File: src/rtl/core/assert_macros.svh
// Assertion macros shared by the animator core modules.
// Include guarded; no dependencies.
`ifndef ASSERT_MACROS_SVH
`define ASSERT_MACROS_SVH
// Concurrent check that holds outside reset.
`define CHK_ALWAYS(label, clk, rst, prop, msg) \
   label: assert property (@(posedge clk) disable iff (rst) (prop)) else $error(msg);
// Implication check: the consequent holds in the cycle after the antecedent.
`define CHK_NEXT(label, clk, rst, ante, cons, msg) \
   label: assert property (@(posedge clk) disable iff (rst) (ante) |=> (cons)) else $error(msg);
`endif

File: src/rtl/core/lmsa_pkg.sv
// Shared types and constants for the status LED frame animator.
// No dependencies.
`timescale 1ns / 1ps
package lmsa_pkg;
   localparam int ROWS        = 8;
   localparam int COLS        = 12;
   localparam int TW          = 48;
   localparam int QUEUE_DEPTH = 2;

   localparam logic [1:0] MODE_TICK     = 2'd0;
   localparam logic [1:0] MODE_STARTUP  = 2'd1;
   localparam logic [1:0] MODE_SHUTDOWN = 2'd2;
   localparam logic [1:0] MODE_UNUSED   = 2'd3;

   localparam logic [1:0] ANIM_NONE     = 2'd0;
   localparam logic [1:0] ANIM_STARTUP  = 2'd1;
   localparam logic [1:0] ANIM_SHUTDOWN = 2'd2;

   localparam logic [1:0] LINK_DISCONNECTED = 2'd0;
   localparam logic [1:0] LINK_CONNECTING   = 2'd1;
   localparam logic [1:0] LINK_CONNECTED    = 2'd2;

   localparam logic [2:0] REG_BAR0     = 3'd0;
   localparam logic [2:0] REG_BAR4     = 3'd4;
   localparam logic [2:0] REG_SENSOR   = 3'd5;
   localparam logic [2:0] REG_STARTUP  = 3'd6;
   localparam logic [2:0] REG_SHUTDOWN = 3'd7;

   // Queued command after classification.
   typedef struct packed {
      logic [1:0]  mode;
      logic [TW-1:0] now_ms;
      logic signed [7:0] sig;
      logic [1:0]  link;
      logic signed [11:0] temp;
      logic [10:0] hum;
   } cmd_type;
endpackage

File: src/rtl/core/lmsa_front.sv
// Front end: accepts stream transactions, drops unused modes, queues commands.
// Depends on lmsa_pkg and assert_macros.svh.
`timescale 1ns / 1ps
module lmsa_front (
   input  logic             clock,
   input  logic             reset,
   input  logic             in_valid,
   output logic             in_ready,
   input  lmsa_pkg::cmd_type in_cmd,
   output logic             q_valid,
   input  logic             q_ready,
   output lmsa_pkg::cmd_type q_cmd
);
   import lmsa_pkg::*;
   `include "assert_macros.svh"

   cmd_type    mem_ff [QUEUE_DEPTH];
   logic       wp_ff, wp_in, rp_ff, rp_in;
   logic [1:0] cnt_ff, cnt_in;
   logic       push, pop, keep;

   assign in_ready = (cnt_ff != 2'(QUEUE_DEPTH));
   assign keep = (in_cmd.mode != MODE_UNUSED);
   assign push = in_valid && in_ready && keep;
   assign q_valid = (cnt_ff != 2'd0);
   assign pop = q_valid && q_ready;
   assign q_cmd = mem_ff[rp_ff];

   // Pointer and count update.
   always_comb begin
      wp_in = push ? ~wp_ff : wp_ff;
      rp_in = pop ? ~rp_ff : rp_ff;
      cnt_in = cnt_ff + {1'b0, push} - {1'b0, pop};
   end

   always_ff @(posedge clock) begin
      if (reset) begin
         wp_ff <= 1'b0;
         rp_ff <= 1'b0;
         cnt_ff <= 2'd0;
      end else begin
         wp_ff <= wp_in;
         rp_ff <= rp_in;
         cnt_ff <= cnt_in;
      end
   end

   always_ff @(posedge clock) begin
      if (push) mem_ff[wp_ff] <= in_cmd;
   end

   `CHK_ALWAYS(a_cnt_range, clock, reset, cnt_ff <= 2'(QUEUE_DEPTH), "queue overflow")
   `CHK_NEXT(a_push_only, clock, reset, push && !pop, cnt_ff == $past(cnt_ff) + 2'd1,
      "queue count lost a push")
   `CHK_ALWAYS(a_ptr_sync, clock, reset, (cnt_ff == 2'd1) == (wp_ff != rp_ff),
      "queue pointers disagree with count")
endmodule

File: src/rtl/core/lmsa_back.sv
// Back end: frame state, refresh logic, animations and row emission.
// Depends on lmsa_pkg and assert_macros.svh.
`timescale 1ns / 1ps
module lmsa_back (
   input  logic              clock,
   input  logic              reset,
   input  logic              q_valid,
   output logic              q_ready,
   input  lmsa_pkg::cmd_type q_cmd,
   input  logic [7:0]        bar_ff [5],
   input  logic [15:0]       sensor_ms,
   input  logic [15:0]       startup_ms,
   input  logic [15:0]       shutdown_ms,
   output logic              out_valid,
   input  logic              out_ready,
   output logic [2:0]        out_row,
   output logic [11:0]       out_bits,
   output logic              out_last
);
   import lmsa_pkg::*;
   `include "assert_macros.svh"

   logic [COLS-1:0] frame_ff [ROWS];
   logic [COLS-1:0] frame_in [ROWS];
   logic [TW-1:0] nlink_ff, nlink_in, nt_ff, nt_in, nh_ff, nh_in, lst_ff, lst_in;
   logic [1:0] kind_ff, kind_in;
   logic [6:0] step_ff, step_in;
   logic blink_ff, blink_in;
   logic [2:0] ring_ff, ring_in;
   // Emission: snapshot of frame, row counter.
   logic [COLS-1:0] snap_ff [ROWS];
   logic busy_ff, busy_in;
   logic [2:0] row_ff, row_in;
   logic emit;

   logic [TW-1:0] el;
   logic [3:0] sr;
   logic [3:0] sc;
   logic [3:0] cc;
   logic [2:0] g;
   logic signed [7:0] s;
   logic [2:0] gm;

   assign q_ready = !busy_ff || (out_ready && row_ff == 3'd7);
   assign out_valid = busy_ff;
   assign out_row = row_ff;
   assign out_bits = snap_ff[row_ff];
   assign out_last = (row_ff == 3'd7);

   assign el = q_cmd.now_ms - lst_ff;
   // Snake position: row = step/12 as (step * 171) >> 11, exact for steps 0..95.
   always_comb begin
      sr = 4'((15'(step_ff) * 15'd171) >> 11);
      sc = 4'(step_ff - 7'(sr) * 7'd12);
      cc = sr[0] ? 4'd11 - sc : sc;
   end
   assign g = ring_ff;
   assign gm = 3'd7 - g;
   assign s = q_cmd.sig;

   always_comb begin
      frame_in = frame_ff;
      nlink_in = nlink_ff; nt_in = nt_ff; nh_in = nh_ff; lst_in = lst_ff;
      kind_in = kind_ff; step_in = step_ff; blink_in = blink_ff; ring_in = ring_ff;
      emit = 1'b0;
      if (q_valid && q_ready) begin
         if (q_cmd.mode == MODE_STARTUP || q_cmd.mode == MODE_SHUTDOWN) begin
            kind_in = q_cmd.mode;
            step_in = 7'd0;
            lst_in = q_cmd.now_ms;
         end else if (kind_ff == ANIM_STARTUP) begin
            if (step_ff < 7'd96) begin
               if (el >= TW'(startup_ms)) begin
                  frame_in[sr[2:0]][cc] = 1'b1;
                  emit = 1'b1;
               end
            end else if (step_ff < 7'd106) begin
               if (el >= TW'(200)) begin
                  for (int r = 0; r < ROWS; r++) frame_in[r] = {COLS{blink_ff}};
                  blink_in = !blink_ff;
                  emit = 1'b1;
               end
            end else kind_in = ANIM_NONE;
         end else if (kind_ff == ANIM_SHUTDOWN) begin
            if (step_ff == 7'd0) begin
               for (int r = 0; r < ROWS; r++) frame_in[r] = '0;
               emit = 1'b1;
            end else if (step_ff <= 7'd5) begin
               if (el >= TW'(shutdown_ms)) begin
                  frame_in[g] = '1;
                  frame_in[gm] = '1;
                  for (int r = 0; r < ROWS; r++) begin
                     frame_in[r][g] = 1'b1;
                     frame_in[r][4'd11 - {1'b0, g}] = 1'b1;
                  end
                  ring_in = ring_ff + 3'd1;
                  emit = 1'b1;
               end
            end else if (step_ff == 7'd6) begin
               if (el >= TW'(500)) begin
                  for (int r = 0; r < ROWS; r++) frame_in[r] = '0;
                  emit = 1'b1;
               end
            end else if (step_ff == 7'd7) begin
               if (el >= TW'(800)) begin
                  frame_in[2][3] = 1'b1; frame_in[2][4] = 1'b1;
                  frame_in[2][7] = 1'b1; frame_in[2][8] = 1'b1;
                  emit = 1'b1;
               end
            end else begin
               kind_in = ANIM_NONE;
               ring_in = 3'd0;
            end
         end else begin
            emit = 1'b1;
            if (q_cmd.now_ms > nlink_ff) begin
               frame_in[7][0] = 1'b1;
               for (int r = 2; r < 7; r++) frame_in[r][0] = (s >= $signed(bar_ff[r-2]));
               if (s == 8'sd0) begin
                  frame_in[2][0] = 1'b0; frame_in[4][0] = 1'b0; frame_in[6][0] = 1'b0;
               end
               frame_in[6][1] = (q_cmd.link == LINK_CONNECTED);
               frame_in[7][1] = (q_cmd.link == LINK_CONNECTED) ||
                                (q_cmd.link == LINK_CONNECTING);
               nlink_in = q_cmd.now_ms + TW'(300);
            end
            if (q_cmd.now_ms >= nt_ff) begin
               frame_in[7][4] = 1'b0;
               frame_in[6][4] = q_cmd.temp > 12'sd0;
               frame_in[5][4] = q_cmd.temp > 12'sd128;
               frame_in[4][4] = q_cmd.temp > 12'sd256;
               frame_in[3][4] = q_cmd.temp > 12'sd384;
               frame_in[2][4] = q_cmd.temp > 12'sd512;
               nt_in = q_cmd.now_ms + TW'(sensor_ms);
            end
            if (q_cmd.now_ms >= nh_ff) begin
               frame_in[7][5] = q_cmd.hum > 11'd640;
               frame_in[6][5] = q_cmd.hum > 11'd800;
               frame_in[5][5] = q_cmd.hum > 11'd960;
               frame_in[4][5] = q_cmd.hum > 11'd1120;
               frame_in[3][5] = q_cmd.hum > 11'd1280;
               frame_in[2][5] = q_cmd.hum > 11'd1440;
               nh_in = q_cmd.now_ms + TW'(sensor_ms);
            end
         end
         if (emit && kind_ff != ANIM_NONE && q_cmd.mode == MODE_TICK) begin
            step_in = step_ff + 7'd1;
            lst_in = q_cmd.now_ms;
         end
      end
   end

   // Row counter of the emitter.
   always_comb begin
      busy_in = busy_ff;
      row_in = row_ff;
      if (busy_ff && out_ready) begin
         row_in = row_ff + 3'd1;
         if (row_ff == 3'd7) busy_in = 1'b0;
      end
      if (emit) begin
         busy_in = 1'b1;
         row_in = 3'd0;
      end
   end

   always_ff @(posedge clock) begin
      if (reset) begin
         for (int r = 0; r < ROWS; r++) frame_ff[r] <= '0;
         nlink_ff <= '0; nt_ff <= '0; nh_ff <= '0; lst_ff <= '0;
         kind_ff <= ANIM_NONE; step_ff <= '0; blink_ff <= 1'b1; ring_ff <= '0;
         busy_ff <= 1'b0; row_ff <= '0;
      end else begin
         frame_ff <= frame_in;
         nlink_ff <= nlink_in; nt_ff <= nt_in; nh_ff <= nh_in; lst_ff <= lst_in;
         kind_ff <= kind_in; step_ff <= step_in; blink_ff <= blink_in; ring_ff <= ring_in;
         busy_ff <= busy_in; row_ff <= row_in;
      end
   end

   always_ff @(posedge clock) begin
      if (emit) snap_ff <= frame_in;
   end

   `CHK_NEXT(a_emit_row0, clock, reset, emit, busy_ff && row_ff == 3'd0,
      "frame emission did not start at row 0")
   `CHK_ALWAYS(a_step_range, clock, reset, step_ff <= 7'd106, "animation step out of range")
   `CHK_ALWAYS(a_no_double, clock, reset, !(emit && busy_ff && !(out_ready && row_ff == 3'd7)),
      "new frame while previous still emitting")
endmodule

File: src/rtl/core/led_matrix_status_animator_core.sv
// Row 0 of a frame is presented after the tick passes the queue register and
// the frame snapshot register; the queue stalls while a frame is still emitting.
// Throughput: frames go out one row per cycle while rsp_tready is high; a new
// item is taken only as the last row goes out. A 2-entry queue separates intake.
// Reset: synchronous active high; frame off, registers to defaults, queue empty.
`timescale 1ns / 1ps
module led_matrix_status_animator_core (
   input  logic        clock,
   input  logic        reset,
   input  logic        req_tvalid,
   output logic        req_tready,
   // [1:0] mode, [49:2] now_ms, [57:50] signal_strength, [59:58] link_state,
   // [71:60] temperature, [82:72] humidity, [87:83] zero
   input  logic [87:0] req_tdata,
   output logic        rsp_tvalid,
   input  logic        rsp_tready,
   // [2:0] row_index, [14:3] row_bits, [15] zero
   output logic [15:0] rsp_tdata,
   output logic        rsp_tlast,
   input  logic        csr_valid,
   output logic        csr_ready,
   input  logic [2:0]  csr_index,
   input  logic [15:0] csr_data
);
   import lmsa_pkg::*;

   cmd_type in_cmd, q_cmd;
   logic q_valid, q_ready;
   logic [7:0] bar_ff [5];
   logic [15:0] sensor_ff, startup_ff, shutdown_ff;
   logic [2:0] row;
   logic [11:0] bits;

   assign in_cmd.mode = req_tdata[1:0];
   assign in_cmd.now_ms = req_tdata[49:2];
   assign in_cmd.sig = req_tdata[57:50];
   assign in_cmd.link = req_tdata[59:58];
   assign in_cmd.temp = req_tdata[71:60];
   assign in_cmd.hum = req_tdata[82:72];
   assign csr_ready = 1'b1;
   assign rsp_tdata = {1'b0, bits, row};

   // Configuration registers.
   always_ff @(posedge clock) begin
      if (reset) begin
         bar_ff[0] <= 8'hA6; bar_ff[1] <= 8'hB0; bar_ff[2] <= 8'hBA;
         bar_ff[3] <= 8'hC4; bar_ff[4] <= 8'hCE;
         sensor_ff <= 16'd1000; startup_ff <= 16'd30; shutdown_ff <= 16'd400;
      end else if (csr_valid) begin
         unique case (csr_index)
            REG_SENSOR:   sensor_ff <= csr_data;
            REG_STARTUP:  startup_ff <= csr_data;
            REG_SHUTDOWN: shutdown_ff <= csr_data;
            default:      bar_ff[csr_index] <= csr_data[7:0];
         endcase
      end
   end

   lmsa_front u_front (
      .clock(clock), .reset(reset),
      .in_valid(req_tvalid), .in_ready(req_tready), .in_cmd(in_cmd),
      .q_valid(q_valid), .q_ready(q_ready), .q_cmd(q_cmd)
   );

   lmsa_back u_back (
      .clock(clock), .reset(reset),
      .q_valid(q_valid), .q_ready(q_ready), .q_cmd(q_cmd),
      .bar_ff(bar_ff), .sensor_ms(sensor_ff), .startup_ms(startup_ff),
      .shutdown_ms(shutdown_ff),
      .out_valid(rsp_tvalid), .out_ready(rsp_tready),
      .out_row(row), .out_bits(bits), .out_last(rsp_tlast)
   );
endmodule
File: config.mk
export PLATFORM = sky130hd
export DESIGN_NAME = led_matrix_status_animator_core
export DESIGN_NICKNAME = d
export VERILOG_FILES = /design/src/rtl/core/lmsa_pkg.sv /design/src/rtl/core/lmsa_front.sv /design/src/rtl/core/lmsa_back.sv /design/src/rtl/core/led_matrix_status_animator_core.sv
export VERILOG_INCLUDE_DIRS = /design/src /design/src/rtl/core
export SDC_FILE = /design/constraint.sdc
export NUM_CORES = 2
export LEC_CHECK = 0
export ABC_AREA = 1
export BUFFER_PORTS_ARGS = -buffer_cell sky130_fd_sc_hd__clkbuf_2
export CAP_MARGIN = 20
export CORE_ASPECT_RATIO = 2
export CORE_MARGIN = 8
export CORE_UTILIZATION = 30
export DETAILED_ROUTE_END_ITERATION = 16
export SETUP_SLACK_MARGIN = 0.5
export SLEW_MARGIN = 30
export SYNTH_ARGS = -nofsm -noshare
export SYNTH_HDL_FRONTEND = slang
export SYNTH_SLANG_ARGS = --single-unit
File: constraint.sdc
create_clock -name clock -period 8.57 [get_ports clock]
set_clock_uncertainty 0.2 [all_clocks]
set_input_delay 0.857 -clock clock [delete_from_list [all_inputs] [get_ports clock]]
set_output_delay 0.857 -clock clock [all_outputs]
set_load 0.01 [all_outputs]
==> flow_metrics.env <==
export IMPL_outcome="finished, final reports clean"
export IMPL_ff2ff_setup_slack_ns=1.05
export IMPL_grt_pass1_wl_um=225200
export IMPL_die_h_um=542.1
export IMPL_path_max_fanout=9
export IMPL_ys_seq_area_share_pct=38.14
export IMPL_first_pass_iters=6
export IMPL_cts_resized_gates=0
export IMPL_syn_inst=5610
export IMPL_clock_latency_ns=0.68
export IMPL_critPathKind="flip-flop to flip-flop"
export IMPL_tightest_slew_ns=0.9992
export IMPL_vias=38007
export IMPL_maxCapViolCount=0
export IMPL_cts_buffer_depth=3
export IMPL_synth_main_ff_cell="dfxtp_1"
export IMPL_period_minus_slack_ns=7.515
export IMPL_rsz0062_at_grt="no"
export IMPL_cp_start_kind="flip-flop"
export IMPL_synth_top_area_cell="dfxtp_1"
export IMPL_ir_worst_vdd_mv=0.2338
export IMPL_cts_made_buffers=68
export IMPL_rows=193
export IMPL_synth_edf_count=262
export IMPL_yosys_top_cells_area="dfxtp_1 19%, edfxtp_1 19%, nand2_1 11%"
export IMPL_cp_num_buf_inv=8
export IMPL_ant_nets=0
export IMPL_cp_data_arrival_time_ns=7.91
export IMPL_slew_violations=0
export IMPL_p_per_area_nw_per_um2=348.6
export IMPL_synth_top_area_share_pct=19.19
export IMPL_die_w_um=279.1
export IMPL_clock_fmax_mhz=133.1
export IMPL_ys_warn_count=0
export IMPL_slew_limit_headroom_pct=32.68
export IMPL_cp_top_family="adder cells"
export IMPL_cts_hold_fix_buffers=0
export IMPL_drive_gt1_share_pct=9.089
export IMPL_grt_overflow_total=0
export IMPL_hp_class="input pin to flip-flop"
export IMPL_fill_cells=14676
export IMPL_setup_violations=0
export IMPL_clock_sinks=660
export IMPL_cp_common_cell="inv_1"
export IMPL_core_area_um2=137900
export IMPL_place_congestion=0.9919
export IMPL_clk_pin_slew_ns=0.07
export IMPL_cpPeakStageDelay_ns=0.61
export IMPL_post_cts_buffers=0
export IMPL_synth_seq_cells=660
export IMPL_grt_antenna_before_repair=5
export IMPL_syn_area_um2=41520
export IMPL_drc_errors=0
export IMPL_die_area_um2=151300
export IMPL_cts_root_buf="clkbuf_16"
export IMPL_fin_crit_sh_pct=87.69
export IMPL_crit_slowest_cell="nor2_1"
export IMPL_grt_max_degree=93
export IMPL_viasPerCell=4.986
export IMPL_postSynth_asyncResetShare_pct=0
export IMPL_grt_pass1_vias=37316
export IMPL_hold_viol=0
export IMPL_ys_types=69
export IMPL_cts_tree="yes"
export IMPL_grtUsageTotal_pct=19.49
export IMPL_h_tree_depth=3
export IMPL_syn_to_final_growth_pct=12.56
export IMPL_cp_end_kind="flip-flop"
export IMPL_syn_avg_cell_area_um2=7.401
export IMPL_port_buffers=124
export IMPL_drt_iter0_drc=2507
export IMPL_worst_ep_required_time_ns=8.96
export IMPL_hpwl_um=118200
export IMPL_wl_per_cell_um=19.92
export IMPL_syn_nets=6074
export IMPL_whs_ns=0.1709
export IMPL_postRouteWirelength_um=151800
export IMPL_start_util_pct=30.11
export IMPL_fin_setup_tns_ns=0
export IMPL_p_leak_nw=20.25
export IMPL_dpl_cell_count=7494
export IMPL_final_common_cell="nand2_1"
export IMPL_instances_no_fill=7622
export IMPL_io_pins=132
export IMPL_layout_common_cells="1188 x nand2_1, 856 x inv_1, 500 x a21oi_1, 459 x o21ai_0, 442 x nor2_1"
export IMPL_final_nets=6176
[path summary, 6_finish.rpt]
path / from / endpoint / cells past startpoint
min reg2reg: u_front.rp_ff$_SDFFE_PP0P_ / flip-flop / 1
max: u_back.step_ff[5]$_SDFFE_PP0P_ / u_back.frame_ff[65]$_SDFF_PP0_ / 30
min: req_tdata[34] / u_front.mem_ff[0][65]$_DFFE_PP_ / 1
max reg2reg: u_back.step_ff[5]$_SDFFE_PP0P_ / u_back.frame_ff[65]$_SDFF_PP0_ / 30
[logic make-up after synthesis]
family | synth area share [%]
AND/OR/NAND/NOR | 22.70
AO/OA/AOI/OAI | 15.79
buffers and inverters | 10.16
flip-flops | 38.14
adder cells (fa/ha/maj) | 10.81
XOR/XNOR | 2.236
multiplexers | 0.1446
other | 0.01809
[cell type report]
cell class | instances | area [µm²] | area share [%]
Antenna cell | 5 | 12.51 | 0.02677
Clock buffer | 85 | 1924 | 4.117
Clock inverter | 38 | 329.1 | 0.7041
Inverter | 901 | 3390 | 7.252
Multi-Input combinational cell | 3867 | 21580 | 46.18
Sequential cell | 660 | 15840 | 33.89
Tap cell | 1852 | 2317 | 4.958
Timing Repair Buffer | 214 | 1340 | 2.867
[cell usage after synthesis, types with 66 or more instances]
master	number
dfxtp_1	398
a21oi_1	500
nand4_1	85
nor3_1	66
o21ai_0	460
ha_1	341
clkbuf_1	131
nand3_1	229
nor2_1	447
xor2_1	95
inv_1	859
edfxtp_1	262
nand2_1	1191
[metal layers]
layer  up-vias  routed length, µm  track usage [%]
met2      1126              80250            37.16
met1     17684              50330            18.16
li1      18661                  -                -
met5         -                 27                0
met3       532               6411            2.567
met4         4              14810            16.26
[flip-flops by register name (all words and copies together), names as in the netlist, 3 cells and up, named ones only]
register         cells
sensor_ff           16
u_back.g             3
u_back.nt_ff        48
bar_ff              40
u_back.nlink_ff     48
u_back.lst_ff       48
startup_ff          16
shutdown_ff         16
u_front.mem_ff     166
u_back.step_ff       7
u_back.out_row       3
u_back.nh_ff        48
u_back.snap_ff      96
u_back.frame_ff     96
[through the flow]
step / util (%) / setup WS (ns) / power, mW / cell area (µm²)
after floorplan: - / 1.689 / 10.22 / 41520
after global placement: 32.21 / 1.322 / 13.12 / 44410
after detailed placement: 32.23 / 1.294 / 13.25 / 44440
after CTS: 33.87 / 1.244 / 16.37 / 46700
after global routing: 33.89 / 0.5410 / 17.57 / 46730
final: 33.89 / 1.055 / 16.29 / 46740
[worst reg2reg max path, delay by kind of cell (launching register included)]
kind,cells,cell delay [ns]
adder cells (fa/ha/maj),6,2.61
AND/OR/NAND/NOR,12,2.21
buffers and inverters,8,0.89
AO/OA/AOI/OAI,3,0.83
flip-flops,1,0.54
XOR/XNOR,1,0.17
[report_power, final]
| part | switching, mW | internal, mW |
|---|---|---|
| clock | 1.37 | 1.70 |
| combinational | 6.22 | 2.81 |
| sequential | 0.236 | 3.95 |
Power figures use the tool's default switching activity.
